$ cat src/rtl/assert_macros.svh
// assertion macros used by the descrambler datapath
// no dependencies
`ifndef ASSERT_MACROS_SVH
`define ASSERT_MACROS_SVH

// condition holds on every clock out of reset
`define ASSERT_ALWAYS(lbl, clk, rstn, cond, msg) \
    lbl: assert property (@(posedge clk) disable iff (!(rstn)) (cond)) else $error(msg);

// consequent holds in the same cycle as the antecedent
`define ASSERT_IMPL(lbl, clk, rstn, ante, cons, msg) \
    lbl: assert property (@(posedge clk) disable iff (!(rstn)) (ante) |-> (cons)) \
        else $error(msg);

`endif

$ cat src/rtl/kud_pkg.sv
// shared constants, codes, control structs and key helper for the descrambler
// no dependencies
package kud_pkg;

    localparam int MAX_BYTES_DEF = 4096;
    localparam int KEY_BYTES     = 16;
    localparam int LCG_W         = 31;

    localparam logic [31:0] FNV_BASIS = 32'h811C9DC5;
    localparam logic [31:0] FNV_PRIME = 32'h01000193;
    localparam logic [31:0] LCG_MUL   = 32'd1103515245;
    localparam logic [31:0] LCG_INC   = 32'd12345;

    localparam logic OP_LOAD = 1'b0;
    localparam logic OP_READ = 1'b1;

    typedef enum logic [1:0] {
        CFG_KEY_LOW   = 2'd0,
        CFG_KEY_HIGH  = 2'd1,
        CFG_SHUF_EN   = 2'd2,
        CFG_XOR_EN    = 2'd3
    } cfg_idx_t;

    typedef struct packed {
        logic load;
        logic rd_issue;
        logic out_load;
        logic seed_init;
        logic seed_step;
        logic lcg_init;
        logic lcg_step;
        logic div_start;
        logic swap_wr;
        logic walk_init;
        logic sw_rd_idx;
        logic sw_rd_bytes;
        logic sw_wr_i;
        logic sw_wr_j;
        logic xor_init;
        logic xr_rd;
        logic xr_wr;
        logic set_done;
    } kud_cmd_t;

    typedef struct packed {
        logic len_gt1;
        logic seed_last;
        logic div_done;
        logic i_one;
        logic walk_last;
        logic out_free;
        logic shuffle_en;
        logic xor_en;
    } kud_stat_t;

    function automatic logic [7:0] key_byte(input logic [63:0] lo, input logic [63:0] hi,
                                            input logic [3:0] k);
        logic [127:0] key;
        key = {hi, lo};
        return key[{k, 3'b000} +: 8];
    endfunction

endpackage

$ cat src/rtl/kud_ctrl.sv
// sequencer for load, read, seed hash, index generation, swap walk and xor pass
// uses kud_pkg
module kud_ctrl (
    input  logic               aclk,
    input  logic               aresetn,
    input  logic               s_tvalid,
    input  logic               op,
    input  logic               last,
    input  kud_pkg::kud_stat_t stat,
    output logic               s_tready,
    output kud_pkg::kud_cmd_t  cmd
);
    import kud_pkg::*;

    typedef enum logic [12:0] {
        S_IDLE = 13'b0000000000001,
        S_RD   = 13'b0000000000010,
        S_OUT  = 13'b0000000000100,
        S_FIN  = 13'b0000000001000,
        S_SEED = 13'b0000000010000,
        S_LINI = 13'b0000000100000,
        S_LCG  = 13'b0000001000000,
        S_DIVS = 13'b0000010000000,
        S_DIVW = 13'b0000100000000,
        S_SWA  = 13'b0001000000000,
        S_SWB  = 13'b0010000000000,
        S_SWC  = 13'b0100000000000,
        S_SWD  = 13'b1000000000000
    } state_t;

    state_t state_reg, state_next;
    logic   xr_phase_reg, xr_phase_next;

    always_comb begin
        state_next    = state_reg;
        xr_phase_next = xr_phase_reg;
        cmd           = '0;
        s_tready      = 1'b0;
        unique case (state_reg)
            S_IDLE: begin
                s_tready = 1'b1;
                if (s_tvalid) begin
                    if (op == OP_READ) begin
                        cmd.rd_issue = 1'b1;
                        state_next   = S_RD;
                    end else begin
                        cmd.load = 1'b1;
                        if (last) begin
                            state_next = S_FIN;
                        end
                    end
                end
            end
            S_RD: state_next = S_OUT;
            S_OUT: begin
                if (stat.out_free) begin
                    cmd.out_load = 1'b1;
                    state_next   = S_IDLE;
                end
            end
            S_FIN: begin
                if (stat.shuffle_en && stat.len_gt1) begin
                    cmd.seed_init = 1'b1;
                    state_next    = S_SEED;
                end else if (stat.xor_en) begin
                    cmd.xor_init  = 1'b1;
                    xr_phase_next = 1'b1;
                    state_next    = S_SWB;
                end else begin
                    cmd.set_done = 1'b1;
                    state_next   = S_IDLE;
                end
            end
            S_SEED: begin
                cmd.seed_step = 1'b1;
                if (stat.seed_last) begin
                    state_next = S_LINI;
                end
            end
            S_LINI: begin
                cmd.lcg_init = 1'b1;
                state_next   = S_LCG;
            end
            S_LCG: begin
                cmd.lcg_step = 1'b1;
                state_next   = S_DIVS;
            end
            S_DIVS: begin
                cmd.div_start = 1'b1;
                state_next    = S_DIVW;
            end
            S_DIVW: begin
                if (stat.div_done) begin
                    cmd.swap_wr = 1'b1;
                    if (stat.i_one) begin
                        cmd.walk_init = 1'b1;
                        xr_phase_next = 1'b0;
                        state_next    = S_SWA;
                    end else begin
                        state_next = S_LCG;
                    end
                end
            end
            S_SWA: begin
                cmd.sw_rd_idx = 1'b1;
                state_next    = S_SWB;
            end
            // xor pass reuses the read and write-back steps of the walk
            S_SWB: begin
                if (xr_phase_reg) begin
                    cmd.xr_rd = 1'b1;
                    state_next = S_SWD;
                end else begin
                    cmd.sw_rd_bytes = 1'b1;
                    state_next      = S_SWC;
                end
            end
            S_SWC: begin
                cmd.sw_wr_i = 1'b1;
                state_next  = S_SWD;
            end
            S_SWD: begin
                if (xr_phase_reg) begin
                    cmd.xr_wr = 1'b1;
                    if (stat.walk_last) begin
                        cmd.set_done = 1'b1;
                        state_next   = S_IDLE;
                    end else begin
                        state_next = S_SWB;
                    end
                end else begin
                    cmd.sw_wr_j = 1'b1;
                    if (!stat.walk_last) begin
                        state_next = S_SWA;
                    end else if (stat.xor_en) begin
                        cmd.xor_init  = 1'b1;
                        xr_phase_next = 1'b1;
                        state_next    = S_SWB;
                    end else begin
                        cmd.set_done = 1'b1;
                        state_next   = S_IDLE;
                    end
                end
            end
            default: state_next = S_IDLE;
        endcase
    end

    always_ff @(posedge aclk) begin
        if (!aresetn) begin
            state_reg    <= S_IDLE;
            xr_phase_reg <= 1'b0;
        end else begin
            state_reg    <= state_next;
            xr_phase_reg <= xr_phase_next;
        end
    end

endmodule

$ cat config.mk
export PLATFORM = sky130hd
export DESIGN_NAME = kud_ctrl
export DESIGN_NICKNAME = d
export VERILOG_FILES = /design/src/rtl/assert_macros.svh /design/src/rtl/kud_pkg.sv /design/src/rtl/kud_ctrl.sv
export SDC_FILE = /design/constraint.sdc
export NUM_CORES = 1
export LEC_CHECK = 0
export ABC_CLOCK_PERIOD_IN_PS = 2390
export BUFFER_PORTS_ARGS = -buffer_cell sky130_fd_sc_hd__buf_4
export CORE_ASPECT_RATIO = 0.5
export CORE_UTILIZATION = 40
export DETAILED_ROUTE_END_ITERATION = 7
export PLACE_DENSITY_LB_ADDON = 0.1
export SLEW_MARGIN = 15
export SYNTH_ARGS = -nofsm -noshare
export SYNTH_HDL_FRONTEND = slang
export SYNTH_SLANG_ARGS = --single-unit
$ cat constraint.sdc
create_clock -name aclk -period 2.39 [get_ports aclk]
set_input_delay 0 -clock aclk [delete_from_list [all_inputs] [get_ports aclk]]
set_output_delay 0 -clock aclk [all_outputs]
set_load 0.02 [all_outputs]
# Yosys cells after proc, flatten, opt, wreduce, memory -nomap -nowiden
# Cells that the tools add are included.
[classes]
n_reduce_logical = 4
n_addsub = 0
n_eq_ne = 21
shifts = 0
n_mux = 55
n_lt_le_gt_ge = 0
multipliers = 0
n_bitwise = 0
div = 0
[op_table]
columns = ["cell", "n"]
rows = [
  ["13-bit one-hot mux with 13 select lines", 1],
  ["13-bit two-way mux", 10],
  ["1-bit two-way mux", 33],
  ["11-bit two-way mux", 2],
  ["2-bit != test, second input constant", 7],
  ["13-bit by 1-bit equality test with 1-bit output, second input constant", 1],
  ["13-bit by 10-bit equality test with 1-bit output, second input constant", 1],
  ["13-bit by 11-bit equality test with 1-bit output, second input constant", 1],
  ["13-bit by 12-bit equality test with 1-bit output, second input constant", 1],
  ["13-bit equality test, second input constant", 1],
  ["13-bit by 2-bit equality test with 1-bit output, second input constant", 1],
  ["13-bit by 3-bit equality test with 1-bit output, second input constant", 1],
  ["13-bit by 4-bit equality test with 1-bit output, second input constant", 1],
  ["13-bit by 5-bit equality test with 1-bit output, second input constant", 1],
  ["13-bit by 6-bit equality test with 1-bit output, second input constant", 1],
  ["13-bit by 7-bit equality test with 1-bit output, second input constant", 1],
  ["13-bit by 8-bit equality test with 1-bit output, second input constant", 1],
  ["13-bit by 9-bit equality test with 1-bit output, second input constant", 1],
  ["10-bit two-way mux", 1],
  ["2-bit two-way mux", 5],
  ["5-bit AND reduction", 2],
  ["1-bit one-hot mux with 2 select lines", 2],
  ["3-bit != test, second input constant", 1],
  ["1-bit one-hot mux with 3 select lines", 1],
  ["2 further kinds", 2],
]
[totals]
memories = 0
output_inout_bits = 19
reg_bits = 14
latchBits = 0
ramBits = 0
rom_bits = 0

# Logic depth before layout (Yosys ltp)
# Gate-level depths: netlist of run 1.
[logic_depth]
word_depth = 4
ltp_mapped = 7
ltp_nobuf = 6

# Worst setup path before layout of run 1
# No wires, ideal clock.
[synth_timing]
path_kind = "register to register"
startpoint = "register state_reg[1]"
endpoint = "register state_reg[12]"
setup_ns = 0.060
arrival_time_ns = 2.016
n_path_buf = 1
required_time_ns = 2.330
path_slack_ns = 0.314
path_stages_with_launch = 6
synth_period_minus_slack_ns = 2.076
cell_sequence = "dfxtp_1 -> buf_4 -> nor4_1 -> nand3_1 -> nor4b_1 -> o21ba_2"
[synth_via]
elab_chain_cells = 3
word_cells_on_any_way = 20
classes_between = "eq/ne (18); mux (1); reduce/logical (1)"
[synth_rtl]
columns = ["item", "line_no", "text"]
rows = [
  ["start: declaration", "kud_ctrl.sv:31", "state_t state_reg, state_next;"],
  ["start signal: assignment", "kud_ctrl.sv:154", "state_reg <= state_next;"],
  ["13-bit by 1-bit equality test with 1-bit output (tied with other cells)", "kud_ctrl.sv:39", "unique case (state_reg)"],
  ["3-bit != test (no line) or 2-bit != test (tied branches)", "--", ""],
  ["5-bit AND reduction (no line)", "--", ""],
]
# Parallel ways exist; a longest one is shown, timed or not.
# A chain may end at the register's enable or synchronous reset.

==> qor.txt, run 1 <==
status -> finished, final reports clean
Fill cells -> 275
Final Max Slew Viols -> 0
Mapped Cells -> 136
routed vias/inst -> 5.73
Die X -> 77.0 um
starting density of the core -> 0.426
final hold violations -> 0
dpl cell area -> 0.00137 sq mm
Post-Syn Area -> 0.00112 sq mm
syn_area_per_cell -> 8.26 sq um
RePlAce Congestion -> 0.839
grt ovf -> 0
Post-layout nets -> 181
P_leak -> 0.623 nW
VDD IR max -> 338 uV
largest net degree at the start of global routing -> 11
DR iter-0 viols -> 50
clock slew at reported path FFs -> 50 ps
vias in the first global route -> 942
drc violations -> 0
crit path max fanout -> 10
share of layout cells above drive strength 1 -> 0.319
Slew @ Worst Pin -> 514 ps
antenna violations before repair -> 0
RSZ-0062 raised after global routing -> false
Distinct cells, synth -> 46
DR vias -> 1163
f_max -> 0.440 GHz
final setup fails -> 0
Final Cell Area -> 0.00143 sq mm
H-tree levels -> 1
clock latency on the worst-skew pair -> 250 ps
synth warn -> 0
post-synthesis sequential area ratio -> 0.249
Core Region -> 0.00264 sq mm
first-pass GRT wire length -> 4890 um
Num CTS Buffers -> 3
Tcrit/Tclk final -> 0.950
HPWL after DPL -> 2370 um
number of flops mapped to enable cells by yosys -> 0
CTS tree -> done
chip height -> 39.5 um
min Tclk post-route -> 2270 ps
routed wire length -> 3080 um
WL/cell -> 15.2 um
crit path DAT -> 2270 ps
pwr/cell area -> 588 mW/mm^2
Inserted Diodes -> 0
# Max-Cap Violations -> 0
min-delay worst type -> in -> reg
PortBufs -> 31
main flop type after synthesis -> dfxtp_1
register bit total from synthesis -> 14
Longest Clk Path Bufs -> 2
Critical Path RT -> 2390 ps
row cnt -> 13
Async SR Flop Fraction -> 0
worst setup path class -> reg -> out
Post-CTS Repair Setup Buffers -> 0
Top-Level Pins -> 32
Antenna Nets Post-Route -> 0
clk_skew -> 6.69 ps
relative slew slack -> 0.653
Setup crit start kind -> flip-flop
CTS root buffer -> clkbuf_8
max reg flops -> 13
Worst Setup End Kind -> primary output
area of the die -> 0.00304 sq mm
drt pass-1 iters -> 4
synthesis-to-finish area growth -> 27.1%
gr usage total -> 0.219
setup TNS -> 0 ps
Post-Syn Nets -> 149
clk sink count -> 14
-- logic make-up (layout without fill, tap and decap cells) --
logic type	after synthesis	in the layout	synth area share
simple gates	75	75	0.462
compound gates	26	26	0.179
buf+inv	18	48	0.0857
flops	14	14	0.249
xor+xnor	3	3	0.0234
-- timing repair --
| item | CTS | global route |
|---|---|---|
| gates resized for setup | 0 | 0 |
| hold buffers | 2 | 0 |
| hold endpoints to repair | 2 | 0 |
-- final timing paths --
check | to | cells after the start | from | slack, ps
setup / recovery | cmd[2] | 5 | state_reg[0]$_SDFFE_PN1P_ | 120
hold / removal | state_reg[0]$_SDFFE_PN1P_ | 2 | aresetn | 40
setup reg to reg | state_reg[12]$_SDFFE_PN0P_ | 5 | state_reg[4]$_SDFFE_PN0P_ | 290
hold reg to reg | state_reg[11]$_SDFFE_PN0P_ | 1 | xr_phase_reg$_SDFFE_PN0P_ | 530
-- synthesized netlist by cell type, types with 3 or more instances --
master / instances / area (sq um)
nand4_1: 3 / 18.8
nor2b_1: 4 / 25.0
nor4b_1: 7 / 61.3
dfxtp_1: 14 / 280
nand2b_1: 4 / 25.0
and3_1: 7 / 43.8
nor4_1: 6 / 37.5
clkbuf_1: 3 / 11.3
buf_4: 3 / 22.5
nand2_1: 6 / 22.5
nor3_1: 8 / 40.0
a21oi_1: 8 / 40.0
nor4_4: 3 / 63.8
inv_1: 8 / 30.0
o21ai_0: 3 / 15.0
nor2_1: 11 / 41.3
-- layout by cell type, fill, tap and decap left out, drive strengths merged, types with 3 or more instances in the layout --
master | Yosys | layout
nor4 | 9 | 9
and2 | 3 | 3
nand2 | 6 | 6
o21ai | 3 | 3
inv | 8 | 8
dfxtp | 14 | 14
nor4b | 8 | 8
nand2b | 4 | 4
nor2 | 11 | 11
nor2b | 4 | 4
buf | 7 | 35
a21oi | 8 | 8
nor3 | 8 | 8
nand4 | 3 | 3
clkbuf | 3 | 3
and3 | 7 | 7
-- layer usage --
layer	vias to the layer above	GRT usage	part of all wire
met5	-	0	0
met1	559	0.323	0.54
met4	0	0.0288	0
li1	575	-	-
met3	0	0.0488	0.058
met2	29	0.326	0.40
-- area by class of cell --
class | count | area, sq um | share of cell area
repair buffers | 37 | 283 | 0.198
well taps | 37 | 46.3 | 0.0324
clock buffers | 3 | 41.3 | 0.0289
multi-input cells | 104 | 747 | 0.523
flip-flops and latches | 14 | 280 | 0.196
inverters | 8 | 30.0 | 0.0210
-- power breakdown --
part	switching, W	internal [W]
sequential	0.0000399	0.000252
combinational	0.000193	0.000160
clock	0.0000836	0.000111
-- stage by stage --
| stage | total power [W] | hold WS (ps) | std cells | utilization | setup WS [ps] |
|---|---|---|---|---|---|
| 3_3_place_gp | 0.000638 | 201 | 198 | 0.519 | 312 |
| 4_1_cts | 0.000837 | 45.9 | 203 | 0.542 | 186 |
| 6_report | 0.000840 | 42.6 | 203 | 0.542 | 119 |
| 3_5_place_dp | 0.000639 | 206 | 198 | 0.519 | 297 |
| 5_1_grt | 0.000892 | 52.0 | 203 | 0.542 | 4.15 |
| 2_1_floorplan | 0.000567 | 79.3 | 136 | - | 314 |
-- critical path: stages (launching register included) --
cell,delay [ps]
dfxtp_1,400
nor4_1,530
nand3_1,230
or4b_1,560
nor2_1,150
buf_4,160
No activity file was read; power rests on OpenSTA's default activity.
==> run 2: changes to the inputs <==
BUFFER_PORTS_ARGS = -buffer_cell sky130_fd_sc_hd__buf_2   (was -buffer_cell sky130_fd_sc_hd__buf_4)
==> run 2 against run 1 <==
Against the previous run:
- hold slack got worse by 16 ps
- total power decreased by 3.3%
- die area is the same
- setup slack got worse by 20 ps
- cell count fell by 2.0%
- register-to-register slack is essentially flat
- via count fell by 5.1%
- first-iteration DRC count increased by 46%
- routed wire length is 7.4% lower
- sequential cell count unchanged
- sequential power hardly changed
==> qor.txt, run 2 (synthesis results as in run 1) <==
status -> finished, final reports clean (unchanged)
largest net degree at the start of global routing -> 11 (unchanged)
PortBufs -> 31 (unchanged)
starting density of the core -> 0.426 (unchanged)
Post-CTS Repair Setup Buffers -> 0 (unchanged)
GR Layer Usage met2 -> 0.279 (was 0.326)
HPWL after DPL -> 2230 um (was 2370 um)
Slew @ Worst Pin -> 553 ps (was 514 ps)
share of layout cells above drive strength 1 -> 0.309 (was 0.319)
f_max -> 0.436 GHz (was 0.440 GHz)
final setup fails -> 0 (unchanged)
Worst Setup End Kind -> primary output (unchanged)
met1 Use GR -> 0.299 (was 0.323)
CTS root buffer -> clkbuf_8 (unchanged)
row cnt -> 13 (unchanged)
Inserted Diodes -> 0 (unchanged)
grt ovf -> 0 (unchanged)
clock latency on the worst-skew pair -> 250 ps (about the same)
Num CTS Buffers -> 3 (unchanged)
Setup crit start kind -> flip-flop (unchanged)
clk_skew -> 2.75 ps (was 6.69 ps)
crit path max fanout -> 10 (unchanged)
commonest non-fill, non-tap cell in the layout -> buf_2 (was buf_4)
global route hottest layer -> met1 (was met2)
RSZ-0062 raised after global routing -> false (unchanged)
DR vias -> 1104 (was 1163)
min-delay worst type -> in -> reg (unchanged)
Core Region -> 0.00264 sq mm (unchanged)
clk sink count -> 14 (unchanged)
Longest Clk Path Bufs -> 2 (unchanged)
WL/cell -> 14.3 um (was 15.2 um)
drt pass-1 iters -> 4 (unchanged)
max reg flops -> 13 (unchanged)
min Tclk post-route -> 2290 ps (was 2270 ps)
routed vias/inst -> 5.55 (was 5.73)
first-pass GRT wire length -> 4420 um (was 4890 um)
Antenna Nets Post-Route -> 0 (unchanged)
Die X -> 77.0 um (unchanged)
gr usage total -> 0.201 (was 0.219)
# Max-Cap Violations -> 0 (unchanged)
H-tree levels -> 1 (unchanged)
DR iter-0 viols -> 73 (was 50)
worst setup path class -> reg -> out (unchanged)
most frequent cells in the layout -> buf_2 (31), dfxtp_1 (14), nor2_1 (11) (was buf_4 (35), dfxtp_1 (14), nor2_1 (11))
met3 usage -> 0.0558 (was 0.0488)
Final Max Slew Viols -> 0 (unchanged)
routed wire length -> 2850 um (was 3080 um)
crit path DAT -> 2290 ps (was 2270 ps)
drc violations -> 0 (unchanged)
setup TNS -> 0 ps (unchanged)
vias in the first global route -> 870 (was 942)
chip height -> 39.5 um (unchanged)
Post-layout nets -> 177 (was 181)
area of the die -> 0.00304 sq mm (unchanged)
synthesis-to-finish area growth -> 17.3% (was 27.1%)
relative slew slack -> 0.628 (was 0.653)
Final WS setup -> 98.9 ps (was 119 ps)
VDD IR max -> 368 uV (was 338 uV)
RePlAce Congestion -> 0.836 (was 0.839)
Fill cells -> 284 (was 275)
CTS tree -> done (unchanged)
P_leak -> 0.593 nW (was 0.623 nW)
antenna violations before repair -> 0 (unchanged)
Placed Cells -> 195 (was 198)
Final Non-Filler Cells -> 199 (was 203)
clock slew at reported path FFs -> 60 ps (was 50 ps)
pwr/cell area -> 616 mW/mm^2 (was 588 mW/mm^2)
final hold violations -> 0 (unchanged)
pre-CTS setup slack -> 319 ps (was 297 ps)
Critical Path RT -> 2390 ps (about the same)
Top-Level Pins -> 32 (unchanged)
Tcrit/Tclk final -> 0.959 (was 0.950)
## run 2: power breakdown
group / leakage (nW) / internal (W) / total [W] / switching (W)
Sequential: 0.113 / 0.000252 / 0.000292 / 0.0000402
Combinational: 0.458 / 0.000137 / 0.000318 / 0.000181
Clock: 0.0216 / 0.000112 / 0.000202 / 0.0000906
## run 2: stage by stage
stage | hold WS, ps | utilization | cell area (sq um) | power (W)
floorplan | 79.3 | - | 1120 | 0.000567
global placement | 227 | 0.481 | 1270 | 0.000612
detailed placement | 230 | 0.481 | 1270 | 0.000608
CTS | 24.0 | 0.500 | 1320 | 0.000812
global route | 39.1 | 0.500 | 1320 | 0.000875
finish | 26.2 | 0.500 | 1320 | 0.000812
## run 2: critical path, stage by stage (launching register included)
cell and delay [ps]:
dfxtp_1 390, nor4_1 550, nand3_1 230, or4b_1 550
nor2_1 140, buf_2 180
## run 2: worst paths after layout
kind	from	depth (start not counted)	slack (ps)	to
setup / recovery	state_reg[0]$_SDFFE_PN1P_	5	100	cmd[2]
hold / removal	stat[4]	3	30	state_reg[9]$_SDFFE_PN0P_
setup reg to reg	state_reg[4]$_SDFFE_PN0P_	5	290	state_reg[12]$_SDFFE_PN0P_
hold reg to reg	xr_phase_reg$_SDFFE_PN0P_	1	510	state_reg[11]$_SDFFE_PN0P_
## run 2: area by class of cell
type,count,area (sq um),share of cell area
clock buffer,3,41.3,0.0313
sequential,14,280,0.213
tap,37,46.3,0.0351
inverter,8,30.0,0.0228
timing repair buffer,33,173,0.131
multi-input combinational,104,747,0.567
## run 2: metal layers
layer	vias up	part of all wire	routed length, um
met2	31	0.39	1120
li1	561	-	-
met1	510	0.55	1560
met5	-	0	0
met4	0	0.0039	11
met3	2	0.055	158
## run 2: repair_timing
item / CTS / global route
gates resized for setup: 0 / 0
hold endpoints to repair: 1 / 0
hold buffers: 1 / 0
